--- config.mk ---
export PLATFORM = sky130hd
export DESIGN_NAME = platform_interrupt_controller
export DESIGN_NICKNAME = d
export VERILOG_FILES = /design/src/plic_pkg.sv /design/src/plic_ram.sv /design/src/platform_interrupt_controller.sv
export SDC_FILE = /design/constraint.sdc
export NUM_CORES = 1
export LEC_CHECK = 0
export ABC_AREA = 0
export BUFFER_PORTS_ARGS = -buffer_cell sky130_fd_sc_hd__buf_2
export CORE_ASPECT_RATIO = 0.9
export CORE_MARGIN = 1.5
export CORE_UTILIZATION = 55
export CTS_CLUSTER_DIAMETER = 200
export CTS_CLUSTER_SIZE = 24
export DETAILED_ROUTE_END_ITERATION = 12
export PLACE_DENSITY = 0.71
export SLEW_MARGIN = 20
export SYNTH_ARGS = -nofsm -noshare
export SYNTH_HDL_FRONTEND = slang
export SYNTH_SLANG_ARGS = --single-unit
--- constraint.sdc ---
create_clock -name clk_i -period 14.15 [get_ports clk_i]
set_input_delay 1.415 -clock clk_i [delete_from_list [all_inputs] [get_ports clk_i]]
set_output_delay 1.415 -clock clk_i [all_outputs]
set_load 0.005 [all_outputs]
--- src/plic_pkg.sv ---
// Shared types and constants of the platform interrupt controller.
package plic_pkg;

  localparam int SLOT_COUNT     = 32;
  localparam int ID_W           = 5;
  localparam int PRIO_W         = 3;
  localparam int PRIO_STORE_MAX = 7;
  localparam int LANES          = 8;
  localparam int LANE_W         = 3;
  localparam int ROWS           = SLOT_COUNT / LANES;
  localparam int ROW_W          = ID_W - LANE_W;
  localparam int ROW_BITS       = LANES * PRIO_W;
  localparam int CNT_W          = $clog2(ROWS + 1);

  typedef enum logic [1:0] {
    CMD_READ    = 2'd0,
    CMD_WRITE   = 2'd1,
    CMD_REQUEST = 2'd2
  } plic_cmd_e;

  typedef enum logic [1:0] {
    RGN_PRIORITY  = 2'd0,
    RGN_ENABLE    = 2'd1,
    RGN_THRESHOLD = 2'd2,
    RGN_CLAIM     = 2'd3
  } plic_region_e;

  typedef enum logic [1:0] {
    ST_IDLE,
    ST_ROW,
    ST_SCAN,
    ST_DONE
  } plic_state_e;

  typedef struct packed {
    plic_cmd_e    command;
    plic_region_e region;
    logic [4:0]   index;
    logic [31:0]  write_data;
  } plic_in_t;

  typedef struct packed {
    logic [31:0] read_data;
    logic        irq_request;
    logic        bad_access;
  } plic_out_t;

endpackage

--- src/plic_ram.sv ---
// Generic single-port-write, single-port-read RAM with registered read data.
module plic_ram #(
  parameter int WIDTH = 24,
  parameter int DEPTH = 4
) (
  input  logic                     clk_i,
  input  logic                     we_i,
  input  logic [$clog2(DEPTH)-1:0] waddr_i,
  input  logic [WIDTH-1:0]         wdata_i,
  input  logic [$clog2(DEPTH)-1:0] raddr_i,
  output logic [WIDTH-1:0]         rdata_o
);

  logic [WIDTH-1:0] mem_q [DEPTH];
  logic [WIDTH-1:0] rdata_q;

  always_ff @(posedge clk_i) begin
    if (we_i) begin
      mem_q[waddr_i] <= wdata_i;
    end
    rdata_q <= mem_q[raddr_i];
  end

  assign rdata_o = rdata_q;

endmodule

--- src/platform_interrupt_controller.sv ---
// Top level of the one-target platform interrupt controller.
//
// The input channel carries register accesses and source request events;
// each accepted transfer yields exactly one result transfer on the output
// channel. A transfer is taken at a clock edge where valid is high and
// stall is low. The block works on one item at a time: in_stall_o is low
// only while it is idle, and an item can be accepted while the previous
// result still waits in the output register.
// Source priorities live in a RAM of four rows, eight sources per row.
// Finding the best source reads the four rows one after another.
// Accesses that do not change the interrupt state go straight to the
// result; a priority read first reads its row, a priority write reads its
// row, writes it back and then scans, an enable, threshold or request
// change scans once, and a claim scans once to select and once more
// to update the interrupt request. Once the previous result reaches the
// output register, the block is idle again and can take a new item. When
// the receiver stalls, the result holds and the block waits with the next
// result until the output register frees up.
// Reset clears all enables, pending and in-service bits and the threshold,
// and marks every priority row to read as zero until first written.
module platform_interrupt_controller #(
  parameter int NUM_SOURCES  = 32,
  parameter int MAX_PRIORITY = 7
) (
  input  logic               clk_i,
  input  logic               rst_ni,
  input  logic               in_valid_i,
  output logic               in_stall_o,
  input  plic_pkg::plic_in_t in_data_i,
  output logic               out_valid_o,
  input  logic               out_stall_i,
  output plic_pkg::plic_out_t out_data_o
);

  import plic_pkg::*;

  localparam int USABLE = (NUM_SOURCES < SLOT_COUNT) ? NUM_SOURCES : SLOT_COUNT;
  localparam int CAP    = (MAX_PRIORITY < PRIO_STORE_MAX) ? MAX_PRIORITY : PRIO_STORE_MAX;
  localparam logic [SLOT_COUNT-1:0] USABLE_MASK =
    ((USABLE >= SLOT_COUNT) ? {SLOT_COUNT{1'b1}}
                            : ((SLOT_COUNT'(1) << USABLE) - SLOT_COUNT'(1)))
    & ~SLOT_COUNT'(1);

  plic_state_e state_q, state_d;
  plic_in_t    req_q, req_d;
  logic [SLOT_COUNT-1:0] enable_q, enable_d;
  logic [SLOT_COUNT-1:0] pending_q, pending_d;
  logic [SLOT_COUNT-1:0] insvc_q, insvc_d;
  logic [PRIO_W-1:0]     thr_q, thr_d;
  logic                  irq_q, irq_d;
  logic [ROWS-1:0]       row_valid_q, row_valid_d;
  logic [CNT_W-1:0]      cnt_q, cnt_d;
  logic                  claim_pass_q, claim_pass_d;
  logic [ID_W-1:0]       best_id_q, best_id_d;
  logic [PRIO_W-1:0]     best_prio_q, best_prio_d;
  logic [31:0]           rdata_q, rdata_d;
  logic                  bad_q, bad_d;
  logic                  out_valid_q, out_valid_d;
  plic_out_t             out_data_q, out_data_d;
  logic [ROW_W-1:0]      rd_row_q;

  logic                  ram_we;
  logic [ROW_W-1:0]      ram_raddr;
  logic [ROW_BITS-1:0]   ram_wdata;
  logic [ROW_BITS-1:0]   ram_rdata;
  logic [ROW_BITS-1:0]   row_data;
  logic [ID_W-1:0]       scan_id;
  logic [PRIO_W-1:0]     scan_prio;
  logic [SLOT_COUNT-1:0] cand;

  plic_ram #(
    .WIDTH(ROW_BITS),
    .DEPTH(ROWS)
  ) u_prio_ram (
    .clk_i  (clk_i),
    .we_i   (ram_we),
    .waddr_i(req_q.index[ID_W-1 -: ROW_W]),
    .wdata_i(ram_wdata),
    .raddr_i(ram_raddr),
    .rdata_o(ram_rdata)
  );

  function automatic logic [PRIO_W-1:0] clamp_prio(input logic [31:0] v);
    if (v > 32'(CAP)) begin
      return PRIO_W'(CAP);
    end
    return v[PRIO_W-1:0];
  endfunction

  function automatic logic id_ok(input logic [31:0] id);
    return (id != 32'd0) && (id < 32'(USABLE));
  endfunction

  assign row_data = row_valid_q[rd_row_q] ? ram_rdata : '0;
  assign cand     = enable_q & pending_q & USABLE_MASK;

  always_comb begin
    logic [ID_W-1:0]   id;
    logic [PRIO_W-1:0] p;
    scan_id   = best_id_q;
    scan_prio = best_prio_q;
    for (int j = 0; j < LANES; j++) begin
      id = {rd_row_q, LANE_W'(j)};
      p  = row_data[j*PRIO_W +: PRIO_W];
      if (cand[id] && (p > scan_prio)) begin
        scan_id   = id;
        scan_prio = p;
      end
    end
  end

  assign ram_raddr = (state_q == ST_IDLE) ? in_data_i.index[ID_W-1 -: ROW_W]
                                          : cnt_q[ROW_W-1:0];

  always_comb begin
    logic [ROW_BITS-1:0] row_new;
    logic [LANE_W-1:0]   lane;
    row_new      = row_data;
    lane         = req_q.index[LANE_W-1:0];
    state_d      = state_q;
    req_d        = req_q;
    enable_d     = enable_q;
    pending_d    = pending_q;
    insvc_d      = insvc_q;
    thr_d        = thr_q;
    irq_d        = irq_q;
    row_valid_d  = row_valid_q;
    cnt_d        = cnt_q;
    claim_pass_d = claim_pass_q;
    best_id_d    = best_id_q;
    best_prio_d  = best_prio_q;
    rdata_d      = rdata_q;
    bad_d        = bad_q;
    ram_we       = 1'b0;
    row_new[lane*PRIO_W +: PRIO_W] = clamp_prio(req_q.write_data);
    ram_wdata    = row_new;
    out_valid_d  = out_valid_q && out_stall_i;
    out_data_d   = out_data_q;

    unique case (state_q)
      ST_IDLE: begin
        if (in_valid_i) begin
          req_d        = in_data_i;
          rdata_d      = '0;
          bad_d        = 1'b0;
          cnt_d        = '0;
          claim_pass_d = 1'b0;
          state_d      = ST_DONE;
          case (in_data_i.command)
            CMD_READ: begin
              unique case (in_data_i.region)
                RGN_PRIORITY: begin
                  if (id_ok(32'(in_data_i.index))) begin
                    state_d = ST_ROW;
                  end else begin
                    bad_d = 1'b1;
                  end
                end
                RGN_ENABLE:    rdata_d = enable_q & USABLE_MASK;
                RGN_THRESHOLD: rdata_d = 32'(thr_q);
                RGN_CLAIM: begin
                  claim_pass_d = 1'b1;
                  state_d      = ST_SCAN;
                end
                default: ;
              endcase
            end
            CMD_WRITE: begin
              unique case (in_data_i.region)
                RGN_PRIORITY: begin
                  if (id_ok(32'(in_data_i.index))) begin
                    state_d = ST_ROW;
                  end else begin
                    bad_d = 1'b1;
                  end
                end
                RGN_ENABLE: begin
                  enable_d = in_data_i.write_data & USABLE_MASK;
                  state_d  = ST_SCAN;
                end
                RGN_THRESHOLD: begin
                  thr_d   = clamp_prio(in_data_i.write_data);
                  state_d = ST_SCAN;
                end
                RGN_CLAIM: begin
                  if (id_ok(in_data_i.write_data)) begin
                    insvc_d[in_data_i.write_data[ID_W-1:0]] = 1'b0;
                  end else begin
                    bad_d = 1'b1;
                  end
                end
                default: ;
              endcase
            end
            CMD_REQUEST: begin
              if (id_ok(32'(in_data_i.index))) begin
                if (!pending_q[in_data_i.index] && !insvc_q[in_data_i.index]) begin
                  pending_d[in_data_i.index] = 1'b1;
                end
                state_d = ST_SCAN;
              end else begin
                bad_d = 1'b1;
              end
            end
            default: ;
          endcase
        end
      end
      ST_ROW: begin
        if (req_q.command == CMD_READ) begin
          rdata_d = 32'(row_data[lane*PRIO_W +: PRIO_W]);
          state_d = ST_DONE;
        end else begin
          ram_we                                   = 1'b1;
          row_valid_d[req_q.index[ID_W-1 -: ROW_W]] = 1'b1;
          state_d                                  = ST_SCAN;
        end
      end
      ST_SCAN: begin
        if (cnt_q == '0) begin
          best_id_d   = '0;
          best_prio_d = thr_q;
        end else begin
          best_id_d   = scan_id;
          best_prio_d = scan_prio;
        end
        cnt_d = cnt_q + CNT_W'(1);
        if (cnt_q == CNT_W'(ROWS)) begin
          cnt_d = '0;
          if (claim_pass_q) begin
            rdata_d      = 32'(scan_id);
            claim_pass_d = 1'b0;
            if (scan_id != '0) begin
              pending_d[scan_id] = 1'b0;
              insvc_d[scan_id]   = 1'b1;
            end
          end else begin
            irq_d   = (scan_id != '0);
            state_d = ST_DONE;
          end
        end
      end
      ST_DONE: begin
        if (!out_valid_q || !out_stall_i) begin
          out_valid_d            = 1'b1;
          out_data_d.read_data   = rdata_q;
          out_data_d.irq_request = irq_q;
          out_data_d.bad_access  = bad_q;
          state_d                = ST_IDLE;
        end
      end
      default: state_d = ST_IDLE;
    endcase
  end

  always_ff @(posedge clk_i or negedge rst_ni) begin
    if (!rst_ni) begin
      state_q      <= ST_IDLE;
      enable_q     <= '0;
      pending_q    <= '0;
      insvc_q      <= '0;
      thr_q        <= '0;
      irq_q        <= 1'b0;
      row_valid_q  <= '0;
      cnt_q        <= '0;
      claim_pass_q <= 1'b0;
      out_valid_q  <= 1'b0;
    end else begin
      state_q      <= state_d;
      enable_q     <= enable_d;
      pending_q    <= pending_d;
      insvc_q      <= insvc_d;
      thr_q        <= thr_d;
      irq_q        <= irq_d;
      row_valid_q  <= row_valid_d;
      cnt_q        <= cnt_d;
      claim_pass_q <= claim_pass_d;
      out_valid_q  <= out_valid_d;
    end
  end

  always_ff @(posedge clk_i) begin
    req_q       <= req_d;
    best_id_q   <= best_id_d;
    best_prio_q <= best_prio_d;
    rdata_q     <= rdata_d;
    bad_q       <= bad_d;
    out_data_q  <= out_data_d;
    rd_row_q    <= ram_raddr;
  end

  assign in_stall_o  = (state_q != ST_IDLE);
  assign out_valid_o = out_valid_q;
  assign out_data_o  = out_data_q;

endmodule

=== Word-level counts from Yosys, hierarchy flattened ===
Memory sizes are Yosys's and may differ from the RTL's. A register that Yosys moved wholly into a read port is not among the register bits.
Index checks and enable logic that the tools add are counted.

* Word-level logic and storage cells: 245
* Memories kept: 1
* Bits in latches: 0
* Memory bits (writable): 96
* Memory bits (read-only): 0
* Output and inout port bits: 36
* Flip-flop bits (word level): 226
* Input port bits: 45

* Multipliers: 1
* Reduce and logical (&&, ||, !) cells: 44
* Shifts and indexed selects: 3
* Multiplexer cells: 113
* Eq/ne operators: 22
* Add/subtract/negate cells: 2
* $lt $le $gt $ge: 28
* Bitwise gates (word level): 10
* Div/mod/pow operators: 0

{| class="wikitable"
|+ Memory list
! name !! words !! width !! read ports !! clocked after memory_dff !! write ports !! line !! text
|-
| u_prio_ram.mem_q || 4 || 24 || 1 || 1 || 1 || plic_ram.sv:14 || <nowiki>logic [WIDTH-1:0] mem_q [DEPTH];</nowiki>
|}

{| class="wikitable"
|+ Operators by type and width
! kind !! number
|-
| 2-to-1 mux 32 bit || 19
|-
| case mux 32 bit (2 select lines) || 3
|-
| AND 32 bit || 3
|-
| case mux 32 bit (3 select lines) || 1
|-
| < comparator 5 x 6 -> 1 bit, second input constant || 11
|-
| > comparator 32 x 3 -> 1 bit, second input constant || 2
|-
| NOT 32 bit || 2
|-
| OR 32 bit || 2
|-
| 2-to-1 mux 3 bit || 15
|-
| 2-to-1 mux 5 bit || 8
|-
| 2-to-1 mux 1 bit || 36
|-
| negation 5 -> 34 bit || 1
|-
| variable shift 3 x 34 -> 24 bit, first input constant || 1
|-
| indexed part select 3 x 34 -> 24 bit || 1
|-
| < comparator 32 x 6 -> 1 bit, second input constant || 1
|-
| nonzero test 32 bit || 1
|-
| bitwise mux 24 bit || 1
|-
| > comparator 3 bit || 8
|-
| 2-to-1 mux 24 bit || 1
|-
| indexed part select 24 x 6 -> 3 bit || 1
|-
| binary-select mux 1 bit (select 2 bit) || 9
|-
| AND reduction 8 bit || 2
|-
| demux 1 bit (select 5 bit) || 3
|-
| >= comparator 5 x 1 -> 1 bit, second input constant || 3
|-
| 33 further kinds || 88
|}

=== Longest topological paths before layout ===
Gate-level depths: netlist of run 1.

* Depth after elaboration: 37
* Mapped depth: 66

=== Cells and area by module ===
A second synthesis of run 1 with hierarchy kept.

* Cell total of the unflattened synthesis: 1271
* Area total of the unflattened synthesis: 15693.8 um^2

{| class="wikitable"
|+ Modules (own cells, without submodules)
! module !! area an instance (um^2) !! instances !! cells an instance !! sequential area each (um^2)
|-
| platform_interrupt_controller || 11678.7 || 1 || 1117 || 6216.0
|-
| plic_ram || 4015.1 || 1 || 154 || 3363.2
|}

=== Worst setup path after synthesis of run 1 ===
Ideal clock, no wire load.

* Kind: reg2reg
* From: reg rd_row_q[0]
* To: reg pending_q[7]
* Path slack: 2.552 ns
* Cell stages (with the launch flop): 65
* Data required time: 14.029 ns
* Data arrival time: 11.477 ns
* Path through: dfxtp_1 buf_6 mux4_2 buf_6 buf_2 buf_1 nand2_1 ha_1 nor2_1 a22oi_1 o22ai_1 nand2_1 a32o_1 ha_1 nor2_1 o2111a_1 nor2_1 mux2_2 (+29 left out) a21o_1 a21oi_1 nor2_1 nand3_1 inv_1 nor2_1 a21oi_1 ha_1 a21o_1 a21oi_1 nor2_1 nand3_1 nand2_1 or3_1 buf_4 nor4b_4 o21ai_1 a22o_1

* Longest elaborated chain between the ends: 37

{| class="wikitable"
|+ Ends and longest elaborated chain
! what !! line !! text
|-
| from (decl) || platform_interrupt_controller.sv:60 || <nowiki>logic [ROW_W-1:0] rd_row_q;</nowiki>
|-
| from (signal assigned) || platform_interrupt_controller.sv:289 || <nowiki>rd_row_q <= ram_raddr;</nowiki>
|-
| binary-select mux 1 bit (select 2 bit) || platform_interrupt_controller.sv:94 || <nowiki>assign row_data = row_valid_q[rd_row_q] ? ram_rdata : '0;</nowiki>
|-
| 2-to-1 mux 1 bit (not written as such) || platform_interrupt_controller.sv:94 ||
|-
| 2-to-1 mux 24 bit || platform_interrupt_controller.sv:94 ||
|-
| > comparator 3 bit || platform_interrupt_controller.sv:105 || <nowiki>if (cand[id] && (p > scan_prio)) begin</nowiki>
|-
| logical AND 1 bit || platform_interrupt_controller.sv:105 ||
|-
| 2-to-1 mux 3 bit || platform_interrupt_controller.sv:105 ||
|-
| > comparator 3 bit || platform_interrupt_controller.sv:105 ||
|-
| logical AND 1 bit || platform_interrupt_controller.sv:105 ||
|-
| (+21 left out) || n/a ||
|-
| 2-to-1 mux 1 bit (not written as such) || platform_interrupt_controller.sv:234 || <nowiki>pending_d[scan_id] = 1'b0;</nowiki>
|-
| demux 1 bit (select 5 bit) || platform_interrupt_controller.sv:234 ||
|-
| NOT 32 bit (no source line) || n/a ||
|-
| AND 32 bit (no source line) || n/a ||
|-
| 2-to-1 mux 32 bit || platform_interrupt_controller.sv:233 || <nowiki>if (scan_id != '0) begin</nowiki>
|-
| 2-to-1 mux 32 bit || platform_interrupt_controller.sv:230 || <nowiki>if (claim_pass_q) begin</nowiki>
|-
| 2-to-1 mux 32 bit || platform_interrupt_controller.sv:228 || <nowiki>if (cnt_q == CNT_W'(ROWS)) begin</nowiki>
|-
| case mux 32 bit (2 select lines) || platform_interrupt_controller.sv:140 || <nowiki>unique case (state_q)</nowiki>
|-
| to (signal assigned) || platform_interrupt_controller.sv:271 || <nowiki>pending_q <= pending_d;</nowiki>
|-
| to (decl) || platform_interrupt_controller.sv:47 || <nowiki>logic [SLOT_COUNT-1:0] pending_q, pending_d;</nowiki>
|}

Every way passes the cells marked *; elsewhere a longest branch is shown, timed or not. The select of a mux whose other input is x is not followed.
A chain may end at the register's enable or synchronous reset.

=== Final worst setup path of run 1 ===
* From: reg rd_row_q[1]
* To: reg insvc_q[28]

* Longest elaborated chain between the ends: 36

{| class="wikitable"
|+ Ends and longest elaborated chain
! what !! line !! text
|-
| binary-select mux 1 bit (select 2 bit) || platform_interrupt_controller.sv:94 ||
|-
| 2-to-1 mux 1 bit (not written as such) || platform_interrupt_controller.sv:94 ||
|-
| 2-to-1 mux 24 bit || platform_interrupt_controller.sv:94 ||
|-
| > comparator 3 bit || platform_interrupt_controller.sv:105 ||
|-
| logical AND 1 bit || platform_interrupt_controller.sv:105 ||
|-
| 2-to-1 mux 3 bit || platform_interrupt_controller.sv:105 ||
|-
| > comparator 3 bit || platform_interrupt_controller.sv:105 ||
|-
| logical AND 1 bit || platform_interrupt_controller.sv:105 ||
|-
| (+20 left out) || n/a ||
|-
| logical AND 1 bit (not written as such) || platform_interrupt_controller.sv:235 || <nowiki>insvc_d[scan_id] = 1'b1;</nowiki>
|-
| 2-to-1 mux 1 bit (not written as such) || platform_interrupt_controller.sv:235 ||
|-
| demux 1 bit (select 5 bit) || platform_interrupt_controller.sv:235 ||
|-
| OR 32 bit (no source line) || n/a ||
|-
| 2-to-1 mux 32 bit || platform_interrupt_controller.sv:233 ||
|-
| 2-to-1 mux 32 bit || platform_interrupt_controller.sv:230 ||
|-
| 2-to-1 mux 32 bit || platform_interrupt_controller.sv:228 ||
|-
| case mux 32 bit (2 select lines) || platform_interrupt_controller.sv:140 ||
|-
| to (signal assigned) || platform_interrupt_controller.sv:272 || <nowiki>insvc_q <= insvc_d;</nowiki>
|-
| to (decl) || platform_interrupt_controller.sv:48 || <nowiki>logic [SLOT_COUNT-1:0] insvc_q, insvc_d;</nowiki>
|}

Marks and branches as above.

==> results of run 1 <==
## worst max-delay path by stage
stage	end	cells after the start	slack [ps]
5_1_grt	insvc_q[8]	62	20
3_5_place_dp	insvc_q[28]	61	1260
6_report	insvc_q[28]	61	1050
2_1_floorplan	pending_q[7]	64	2550
4_1_cts	insvc_q[28]	61	1220
3_3_place_gp	insvc_q[28]	61	1560
## final cells by class
cell class | instances | area share (%)
Sequential cell | 346 | 55.5
Multi-Input combinational cell | 948 | 34.7
Tap cell | 360 | 2.61
Inverter | 38 | 0.827
Clock buffer | 31 | 3.02
Timing Repair Buffer | 101 | 3.25
Clock inverter | 1 | 0.0943
## synth_stat cells (9+ instances only)
master / number
nand2_1: 201
mux4_2: 12
inv_1: 38
a21o_1: 9
nand3_1: 38
o22ai_1: 9
mux2i_1: 14
or2_2: 12
dfxtp_1: 26
o21ai_0: 79
dfrtp_1: 110
clkbuf_1: 47
nor2_1: 86
mux2_2: 33
o211ai_1: 9
a211oi_1: 11
and3_1: 60
and2_1: 22
nor3_1: 33
a22o_1: 13
o21ai_1: 9
a21oi_1: 95
a31oi_1: 28
nor2b_1: 9
nor4_1: 16
ha_1: 26
edfxtp_1: 210
## per-stage QoR
step                      setup slack [ps]  hold slack, ps  utilization (%)  cells  instance area [µm²]
after floorplan                       2550             400                -   1394                15900
after CTS                             1220             393             61.1   1825                17300
after detailed placement              1260             369             59.2   1793                16700
final                                 1050             391             61.1   1825                17300
after global routing                  21.9             405             61.1   1825                17300
after global placement                1560             367             59.2   1793                16700
## flip-flops by register name (all words and copies together) (netlist names), 4 cells and up
| register | flops |
|---|---|
| pending_q | 32 |
| u_prio_ram.rdata_o | 24 |
| req_q | 39 |
| enable_q | 31 |
| u_prio_ram.mem_q | 96 |
| out_data_o | 34 |
| insvc_q | 32 |
| rdata_q | 32 |
| row_valid_q | 4 |
| best_id_q | 5 |
## layer usage
layer / track usage, % / share of wire [%]
met4: 7.55 / 2.6
met3: 6.42 / 11
met2: 42.1 / 42
met1: 44.2 / 45
met5: 0 / 0
## where the power goes
| part | total [mW] | leakage, nW | internal [mW] | switching (mW) |
|---|---|---|---|---|
| Combinational | 1.60 | 2.98 | 0.551 | 1.05 |
| Sequential | 1.69 | 3.63 | 1.47 | 0.217 |
| Clock | 0.575 | 0.256 | 0.257 | 0.318 |
## logic make-up after synthesis
family,count (synthesis),synth area share [%]
fa+ha+maj,26,2.04
simple gates,527,16.2
mux,62,5.33
flops,346,60.1
buf+inv,100,2.59
compound gates,333,13.6
## worst max-delay path, delay by kind of cell, from the launching register on
| family | cells | cell delay, ps |
|---|---|---|
| flip-flops | 1 | 320 |
| AND/OR/NAND/NOR | 23 | 3640 |
| buffers and inverters | 4 | 690 |
| adder cells (fa/ha/maj) | 8 | 2280 |
| AO/OA/AOI/OAI | 22 | 4570 |
| multiplexers | 4 | 1520 |
==> results.py, run 1 <==
metrics = {
    "synth": {
        "synthTopCellsByArea": "edfxtp_1, dfrtp_1, nand2_1",
        "netlist.area_leader.share_pct": 39.6,
        "ys_warn_count": 0,
        "syn_area_per_cell_um2": 11.4,
        "yosys_most_used_dff": "edfxtp_1",
        "ys_seq_elements": 346,
        "netlist_instances": 1394,
        "netlist_area_um2": 15900,
        "post-synth-top-area-cell": "edfxtp_1",
        "ys_types": 84,
        "synth_edf_count": 210,
        "syn_nets": 1465,
        "postSynth.asyncResetShare_pct": 31.8,
        "seq_area_frac_synth_pct": 60.1,
    },
    "placed_design": {
        "dp_hpwl_mm": 31.0,
        "port_buffers": 80,
        "gp_congestion": 0.991,
    },
    "power_and_ir_drop": {
        "peakVddDrop_v": 0.000104,
        "power_density_nw_per_um2": 224,
        "power_mw": 3.86,
        "power.leakage_nw": 6.87,
    },
    "route": {
        "drc": 0,
        "drt-pass1-iter-count": 5,
        "drt-total-wl_mm": 42.9,
        "ant_nets": 0,
        "routedWlPerCell_um": 23.5,
        "drt_iter0_drc": 1471,
        "via_count": 11600,
        "via_per_inst": 6.36,
    },
    "grt": {
        "grt_use_total_pct": 29.0,
        "grt_pass1_wl_mm": 64.8,
        "grt_start_max_net_pins": 73,
        "grt.overflow.total": 0,
        "antenna_found_initial": 0,
        "grt_pass1_vias": 10700,
    },
    "setup_path": {
        "r2r_slack_ps": 1050,
        "cp_common_cell": "nor2_1",
        "r2r-end": "insvc_q[28]",
        "cpPeakStageDelay_ps": 640,
        "r2r_cells": 61,
        "crit_path_max_fanout": 21,
        "r2r-start": "rd_row_q[1]",
        "cp-startpoint": "rd_row_q[1]",
        "cp_slowest_cell": "a211oi_2",
        "cp_data_arrival_time_ps": 13570,
        "critPathKind": "reg -> reg",
        "cp.required_ps": 14620,
        "worst_setup_path_start_kind": "flip-flop",
        "worstSetupEndpointType": "flip-flop",
    },
    "finish": {
        "drive_gt1_share_pct": 15.0,
        "final_cell_mix": "edfxtp_1, nand2_1, dfrtp_1, a21oi_1, nor2_1",
        "multi_input_area_um2": 5990,
        "final_nets": 1524,
        "syn_to_final_growth_pct": 8.34,
        "final_common_cell": "edfxtp_1",
        "fillers": 2263,
        "antennaDiodeCount": 0,
        "seqCellArea_um2": 9580,
    },
    "run_status": {
        "outcome": "finished, final reports clean",
    },
    "sta": {
        "setup_tns_ps": 0,
        "setup_viol": 0,
        "relSlewSlack_pct": 32.0,
        "finalHoldViolCount": 0,
        "min_period_over_period_pct": 92.6,
        "fin_skew_ps": 30.1,
        "fmax_mhz": 76.3,
        "slew_viol_final": 0,
        "fin_crit_ps": 13100,
        "worst_pin_slew_ps": 1020,
        "grt_setup_unrepaired": "no",
    },
    "clock_tree": {
        "h-tree-depth": 1,
        "cts.sinks": 346,
        "numCtsBuffers": 18,
        "cts_repair_resize_count": 0,
        "clock_tree.root_cell": "clkbuf_16",
        "path_clk_slew_ps": 110,
        "cts_tree": "done",
        "clockBufferDepth": 3,
        "post_cts_buffers": 0,
        "ctsHoldBuffers": 0,
        "insertion_delay_ps": 540,
    },
    "floorplanning": {
        "dieArea_um2": 30000,
        "coreArea_um2": 28200,
        "ios": 81,
        "die_y_um": 164,
        "initial_core_util_pct": 56.4,
        "rows": 58,
        "die_w_um": 182,
    },
    "hold_path": {
        "holdPathStages": 0,
        "min-delay-start": "pending_q[0]",
        "hp-class": "reg -> reg",
        "hold_end": "pending_q[0]",
    },
    "flow_run": {
        "maxCapViolCount": 0,
    },
}
(Power assumes the default switching activity.)
==> run 2: changes to the inputs <==
- PLACE_DENSITY: 0.71 -> 0.73
- SLEW_MARGIN: 20 -> not set
==> run 2 against run 1 <==
Power grew 0.37%. Clock skew grew 15 ps. First-iteration DRC count rose by 1.7%. Sequential share of layout area hardly changed. Clock power fell by 1%. Largest power group unchanged. Worst setup slack worse by 0.77 ps. Largest cell class unchanged. Via count decreased by 0.89%. Wire length up 1.6%.
==> results.py, run 2 (synthesized netlist as in run 1, its figures left out) <==
metrics = {
    "grt": {
        "grt_use_total_pct": 29.3,
        "antenna_found_initial": 0,
        "grt.overflow.total": 0,
        "grt_start_max_net_pins": 71,
        "grt_pass1_vias": 10600,
        "grt_pass1_wl_mm": 65.4,
    },
    "setup_path": {
        "cp_common_cell": "nor2_1",
        "worstSetupEndpointType": "flip-flop",
        "r2r_cells": 61,
        "worst_setup_path_start_kind": "flip-flop",
        "cp.required_ps": 14590,
        "cp_data_arrival_time_ps": 13540,
        "cpPeakStageDelay_ps": 630,
        "r2r-end": "insvc_q[16]",
        "r2r_slack_ps": 1050,
        "cp_slowest_cell": "nor3_1",
        "r2r-start": "rd_row_q[0]",
        "critPathKind": "reg -> reg",
        "crit_path_max_fanout": 26,
    },
    "clock_tree": {
        "numCtsBuffers": 18,
        "clockBufferDepth": 3,
        "clock_tree.root_cell": "clkbuf_16",
        "cts_repair_resize_count": 0,
        "post_cts_buffers": 0,
        "insertion_delay_ps": 550,
        "cts.sinks": 346,
        "h-tree-depth": 1,
        "cts_tree": "done",
        "ctsHoldBuffers": 0,
        "path_clk_slew_ps": 110,
    },
    "placed_design": {
        "preCtsSetupSlack_ps": 1180,
        "port_buffers": 80,
        "dp_hpwl_mm": 31.6,
        "gp_congestion": 1.01,
    },
    "sta": {
        "finalHoldViolCount": 0,
        "grt_setup_unrepaired": "no",
        "worst_pin_slew_ps": 996,
        "min_period_over_period_pct": 92.6,
        "setup_viol": 0,
        "slew_viol_final": 0,
        "setup_tns_ps": 0,
        "fmax_mhz": 76.3,
        "setup_ws_ps": 1050,
        "fin_crit_ps": 13100,
        "relSlewSlack_pct": 33.1,
        "fin_skew_ps": 45.0,
    },
    "route": {
        "routedWlPerCell_um": 23.9,
        "drt_iter0_drc": 1496,
        "drt-total-wl_mm": 43.6,
        "drc": 0,
        "ant_nets": 0,
        "drt-pass1-iter-count": 6,
        "via_per_inst": 6.30,
        "via_count": 11500,
    },
    "floorplanning": {
        "ios": 81,
        "dieArea_um2": 30000,
        "rows": 58,
        "die_y_um": 164,
        "initial_core_util_pct": 56.4,
        "coreArea_um2": 28200,
        "die_w_um": 182,
    },
    "power_and_ir_drop": {
        "power.leakage_nw": 6.85,
        "peakVddDrop_v": 0.000103,
        "power_density_nw_per_um2": 225,
    },
    "finish": {
        "final_common_cell": "edfxtp_1",
        "fillers": 2310,
        "syn_to_final_growth_pct": 8.33,
        "drive_gt1_share_pct": 15.1,
        "regMostFlops": "u_prio_ram.mem_q",
        "final_cell_mix": "edfxtp_1, nand2_1, dfrtp_1, a21oi_1, nor2_1",
        "largest_reg_flops": 96,
        "final_nets": 1523,
    },
    "hold_path": {
        "hp-class": "reg -> reg",
        "min-delay-start": "pending_q[0]",
        "holdPathStages": 0,
        "hold_end": "pending_q[0]",
    },
    "flow_run": {
        "maxCapViolCount": 0,
    },
    "run_status": {
        "outcome": "finished, final reports clean",
    },
}
[run 2: power breakdown]
group          total [mW]  switching (mW)  internal [mW]  leakage (nW)
sequential           1.70           0.227           1.47          3.63
clock               0.569           0.323          0.246         0.249
combinational        1.61            1.06          0.551          2.97
total                3.88            1.61           2.27          6.85
[run 2: worst max path at each step]
stage | depth (start not counted) | start | slack, ps | to
after floorplan | 64 | rd_row_q[0] | 2550 | pending_q[7]
after global placement | 58 | rd_row_q[1] | 1430 | insvc_q[28]
after detailed placement | 58 | rd_row_q[1] | 1180 | insvc_q[12]
after CTS | 58 | rd_row_q[1] | 1070 | insvc_q[16]
after global routing | 61 | rd_row_q[0] | 60 | insvc_q[16]
final | 61 | rd_row_q[0] | 1050 | insvc_q[16]
[run 2: critical path, delay by kind of cell (launching register included)]
kind	cells	cell delay [ps]
adder cells (fa/ha/maj)	8	2270
AND/OR/NAND/NOR	24	4240
buffers and inverters	4	720
AO/OA/AOI/OAI	21	3910
flip-flops	1	330
multiplexers	4	1500
[run 2: per-layer routing]
layer	global-route usage [%]	up-vias	routed length (µm)
met3	7.81	43	4690
li1	-	5285	-
met5	0	-	0
met4	6.24	0	856
met2	42.2	526	18300
met1	44.5	5643	19700
[run 2: per-stage QoR]
stage                     cells  cell area, µm²  util [%]  power (mW)  hold slack, ps
after floorplan            1394           15900         -        2.76             400
after global placement     1792           16700      59.2        3.25             368
after detailed placement   1792           16700      59.2        3.28             368
after CTS                  1823           17200      61.1        3.84             392
after global routing       1823           17300      61.1        4.10             401
final                      1824           17300      61.1        3.88             388
[run 2: final cells by class]
class	instances	area [µm²]	area share (%)
diodes	1	2.50	0.0145
clock buffers	29	492	2.85
clock inverters	2	32.5	0.189
inverters	38	143	0.827
multi-input cells	948	6000	34.8
flip-flops and latches	346	9580	55.5
well taps	360	450	2.61
repair buffers	100	553	3.21
==> run 3: changes to the inputs <==
- RECOVER_POWER: not set -> 25
==> run 3 against run 2 <==
The flow now finishes with violations (max-capacitance violations, max-slew violations). Maximum frequency about the same. Flip-flop and latch count unchanged. Critical path type unchanged. Largest cell class unchanged. Via count increased by 0.66%. Die area unchanged. Power about the same. Highest routed layer unchanged. Sequential share of layout area increased by 0.23 points. Worst setup slack got worse by 3.2 ps.
==> results.py, run 3 (synthesized netlist as in run 1, its figures left out) <==
metrics = {
    "placed_design": {
        "placed_cells": 1792,
        "dpl-instance-area_um2": 16700,
        "gp_congestion": 1.01,
        "port_buffers": 80,
        "dp_hpwl_mm": 31.6,
    },
    "setup_path": {
        "worstSetupEndpointType": "flip-flop",
        "cp_data_arrival_time_ps": 13540,
        "cp_common_cell": "nor2_1",
        "worst_setup_path_start_kind": "flip-flop",
        "critPathBufInv": 4,
        "cpPeakStageDelay_ps": 620,
        "cp.required_ps": 14590,
        "crit_path_max_fanout": 26,
        "critPathTopFamily": "simple AND/OR/NAND/NOR gates",
        "cp_slowest_cell": "nor3_1",
        "critPathKind": "reg -> reg",
        "r2r_slack_ps": 1050,
    },
    "sta": {
        "fin_skew_ps": 43.4,
        "setup_viol": 0,
        "fin_crit_ps": 13100,
        "fmax_mhz": 76.3,
        "setup_tns_ps": 0,
        "worst_pin_slew_ps": 2240,
        "finalHoldViolCount": 0,
        "relSlewSlack_pct": -49.4,
        "slew_viol_final": 146,
        "grt_setup_unrepaired": "no",
        "min_period_over_period_pct": 92.6,
    },
    "finish": {
        "largest_reg_flops": 96,
        "fin_area_um2": 17200,
        "regMostFlops": "u_prio_ram.mem_q",
        "final_cell_mix": "edfxtp_1, nand2_1, dfrtp_1, a21oi_1, nor2_1",
        "final_common_cell": "edfxtp_1",
        "syn_to_final_growth_pct": 7.87,
        "final_nets": 1523,
        "drive_gt1_share_pct": 12.0,
        "stdcell_count": 1824,
    },
    "floorplanning": {
        "initial_core_util_pct": 56.4,
        "coreArea_um2": 28200,
        "die_y_um": 164,
        "rows": 58,
        "dieArea_um2": 30000,
        "ios": 81,
        "die_w_um": 182,
    },
    "route": {
        "drt-total-wl_mm": 43.6,
        "drt-pass1-iter-count": 7,
        "drt_iter0_drc": 1494,
        "routedWlPerCell_um": 23.9,
        "via_count": 11600,
        "ant_nets": 0,
        "drc": 0,
        "via_per_inst": 6.34,
    },
    "power_and_ir_drop": {
        "pwr-share-clk_pct": 14.7,
        "power_mw": 3.87,
        "switching_share_pct": 41.4,
        "p_int_mw": 2.27,
        "switchingPower_mw": 1.61,
        "power.leakage_nw": 6.72,
        "power_density_nw_per_um2": 225,
        "seqPwrFrac_pct": 43.9,
        "combPwrFrac_pct": 41.3,
        "peakVddDrop_v": 0.000103,
    },
    "clock_tree": {
        "numCtsBuffers": 18,
        "cts_tree": "done",
        "insertion_delay_ps": 550,
        "clockBufferDepth": 3,
        "clock_tree.root_cell": "clkbuf_16",
        "cts.sinks": 346,
        "path_clk_slew_ps": 110,
        "h-tree-depth": 1,
    },
    "grt": {
        "antenna_found_initial": 0,
        "grt_use_total_pct": 29.3,
        "grt.overflow.total": 0,
        "grt_pass1_vias": 10600,
        "grt_start_max_net_pins": 71,
        "grt_pass1_wl_mm": 65.4,
    },
    "hold_path": {
        "hp-class": "reg -> reg",
    },
    "run_status": {
        "outcome": "finished, violations left",
        "violations": "max-capacitance violations, max-slew violations",
    },
    "flow_run": {
        "maxCapViolCount": 5,
    },
}
==> run 3: changes by cell type in the layout (fill, tap and decap cells not counted), sizes merged <==
cell / change
buf: -46
clkbuf: +46
==> run 3: path summary, 6_finish.rpt <==
kind / startpoint / cells after the start / to
setup / recovery: rd_row_q[0] / 61 / insvc_q[16]
max in group asynchronous: rst_ni / 2 / insvc_q[30]
min in group asynchronous: rst_ni / 1 / insvc_q[11]
hold / removal: pending_q[0] / 0 / pending_q[0]
hold reg to reg: pending_q[0] / 0 / pending_q[0]
setup reg to reg: rd_row_q[0] / 61 / insvc_q[16]
==> run 3: through the flow <==
step | setup slack [ps] | hold WS (ps) | util, %
CTS | 1070 | 392 | 61.1
finish | 1050 | 388 | 60.9
floorplan | 2550 | 400 | -
global route | 56.1 | 401 | 60.9
global placement | 1430 | 368 | 59.2
detailed placement | 1180 | 368 | 59.2
==> run 3: what timing repair did <==
action,in CTS,in global routing
gates resized for setup,0,2
hold buffers,0,0
setup buffers,0,0
setup endpoints to repair,0,10
==> run 3: cell type report <==
class	instances	area, µm²
antenna	1	2.50
clock buffer	29	492
clock inverter	2	32.5
fill	2330	11000
inverter	38	143
multi-input combinational	948	6000
sequential	346	9580
tap	360	450
timing repair buffer	100	480
==> run 3: metal layers <==
layer  track usage (%)  share of wire [%]  vias up
met5                 0                  0        -
met4              6.24                2.1        0
met3              7.81                 10       58
met2              42.2                 42      542
met1              44.5                 45     5687
li1                  -                  -     5286
==> run 3: power by group through the flow <==
stage | sequential, mW | clock, mW | combinational, mW
after floorplan | 1.61 | 0 | 1.15
after global placement | 1.70 | 0 | 1.55
after detailed placement | 1.71 | 0 | 1.57
after CTS | 1.69 | 0.576 | 1.58
after global routing | 1.72 | 0.611 | 1.76
final | 1.70 | 0.570 | 1.60
==> run 3: worst register-to-register path, delay by kind of cell, from the launching register on <==
kind	cells	cell delay [ps]
AO/OA/AOI/OAI	21	3920
adder cells (fa/ha/maj)	8	2270
buffers and inverters	4	720
flip-flops	1	330
multiplexers	4	1510
AND/OR/NAND/NOR	24	4220
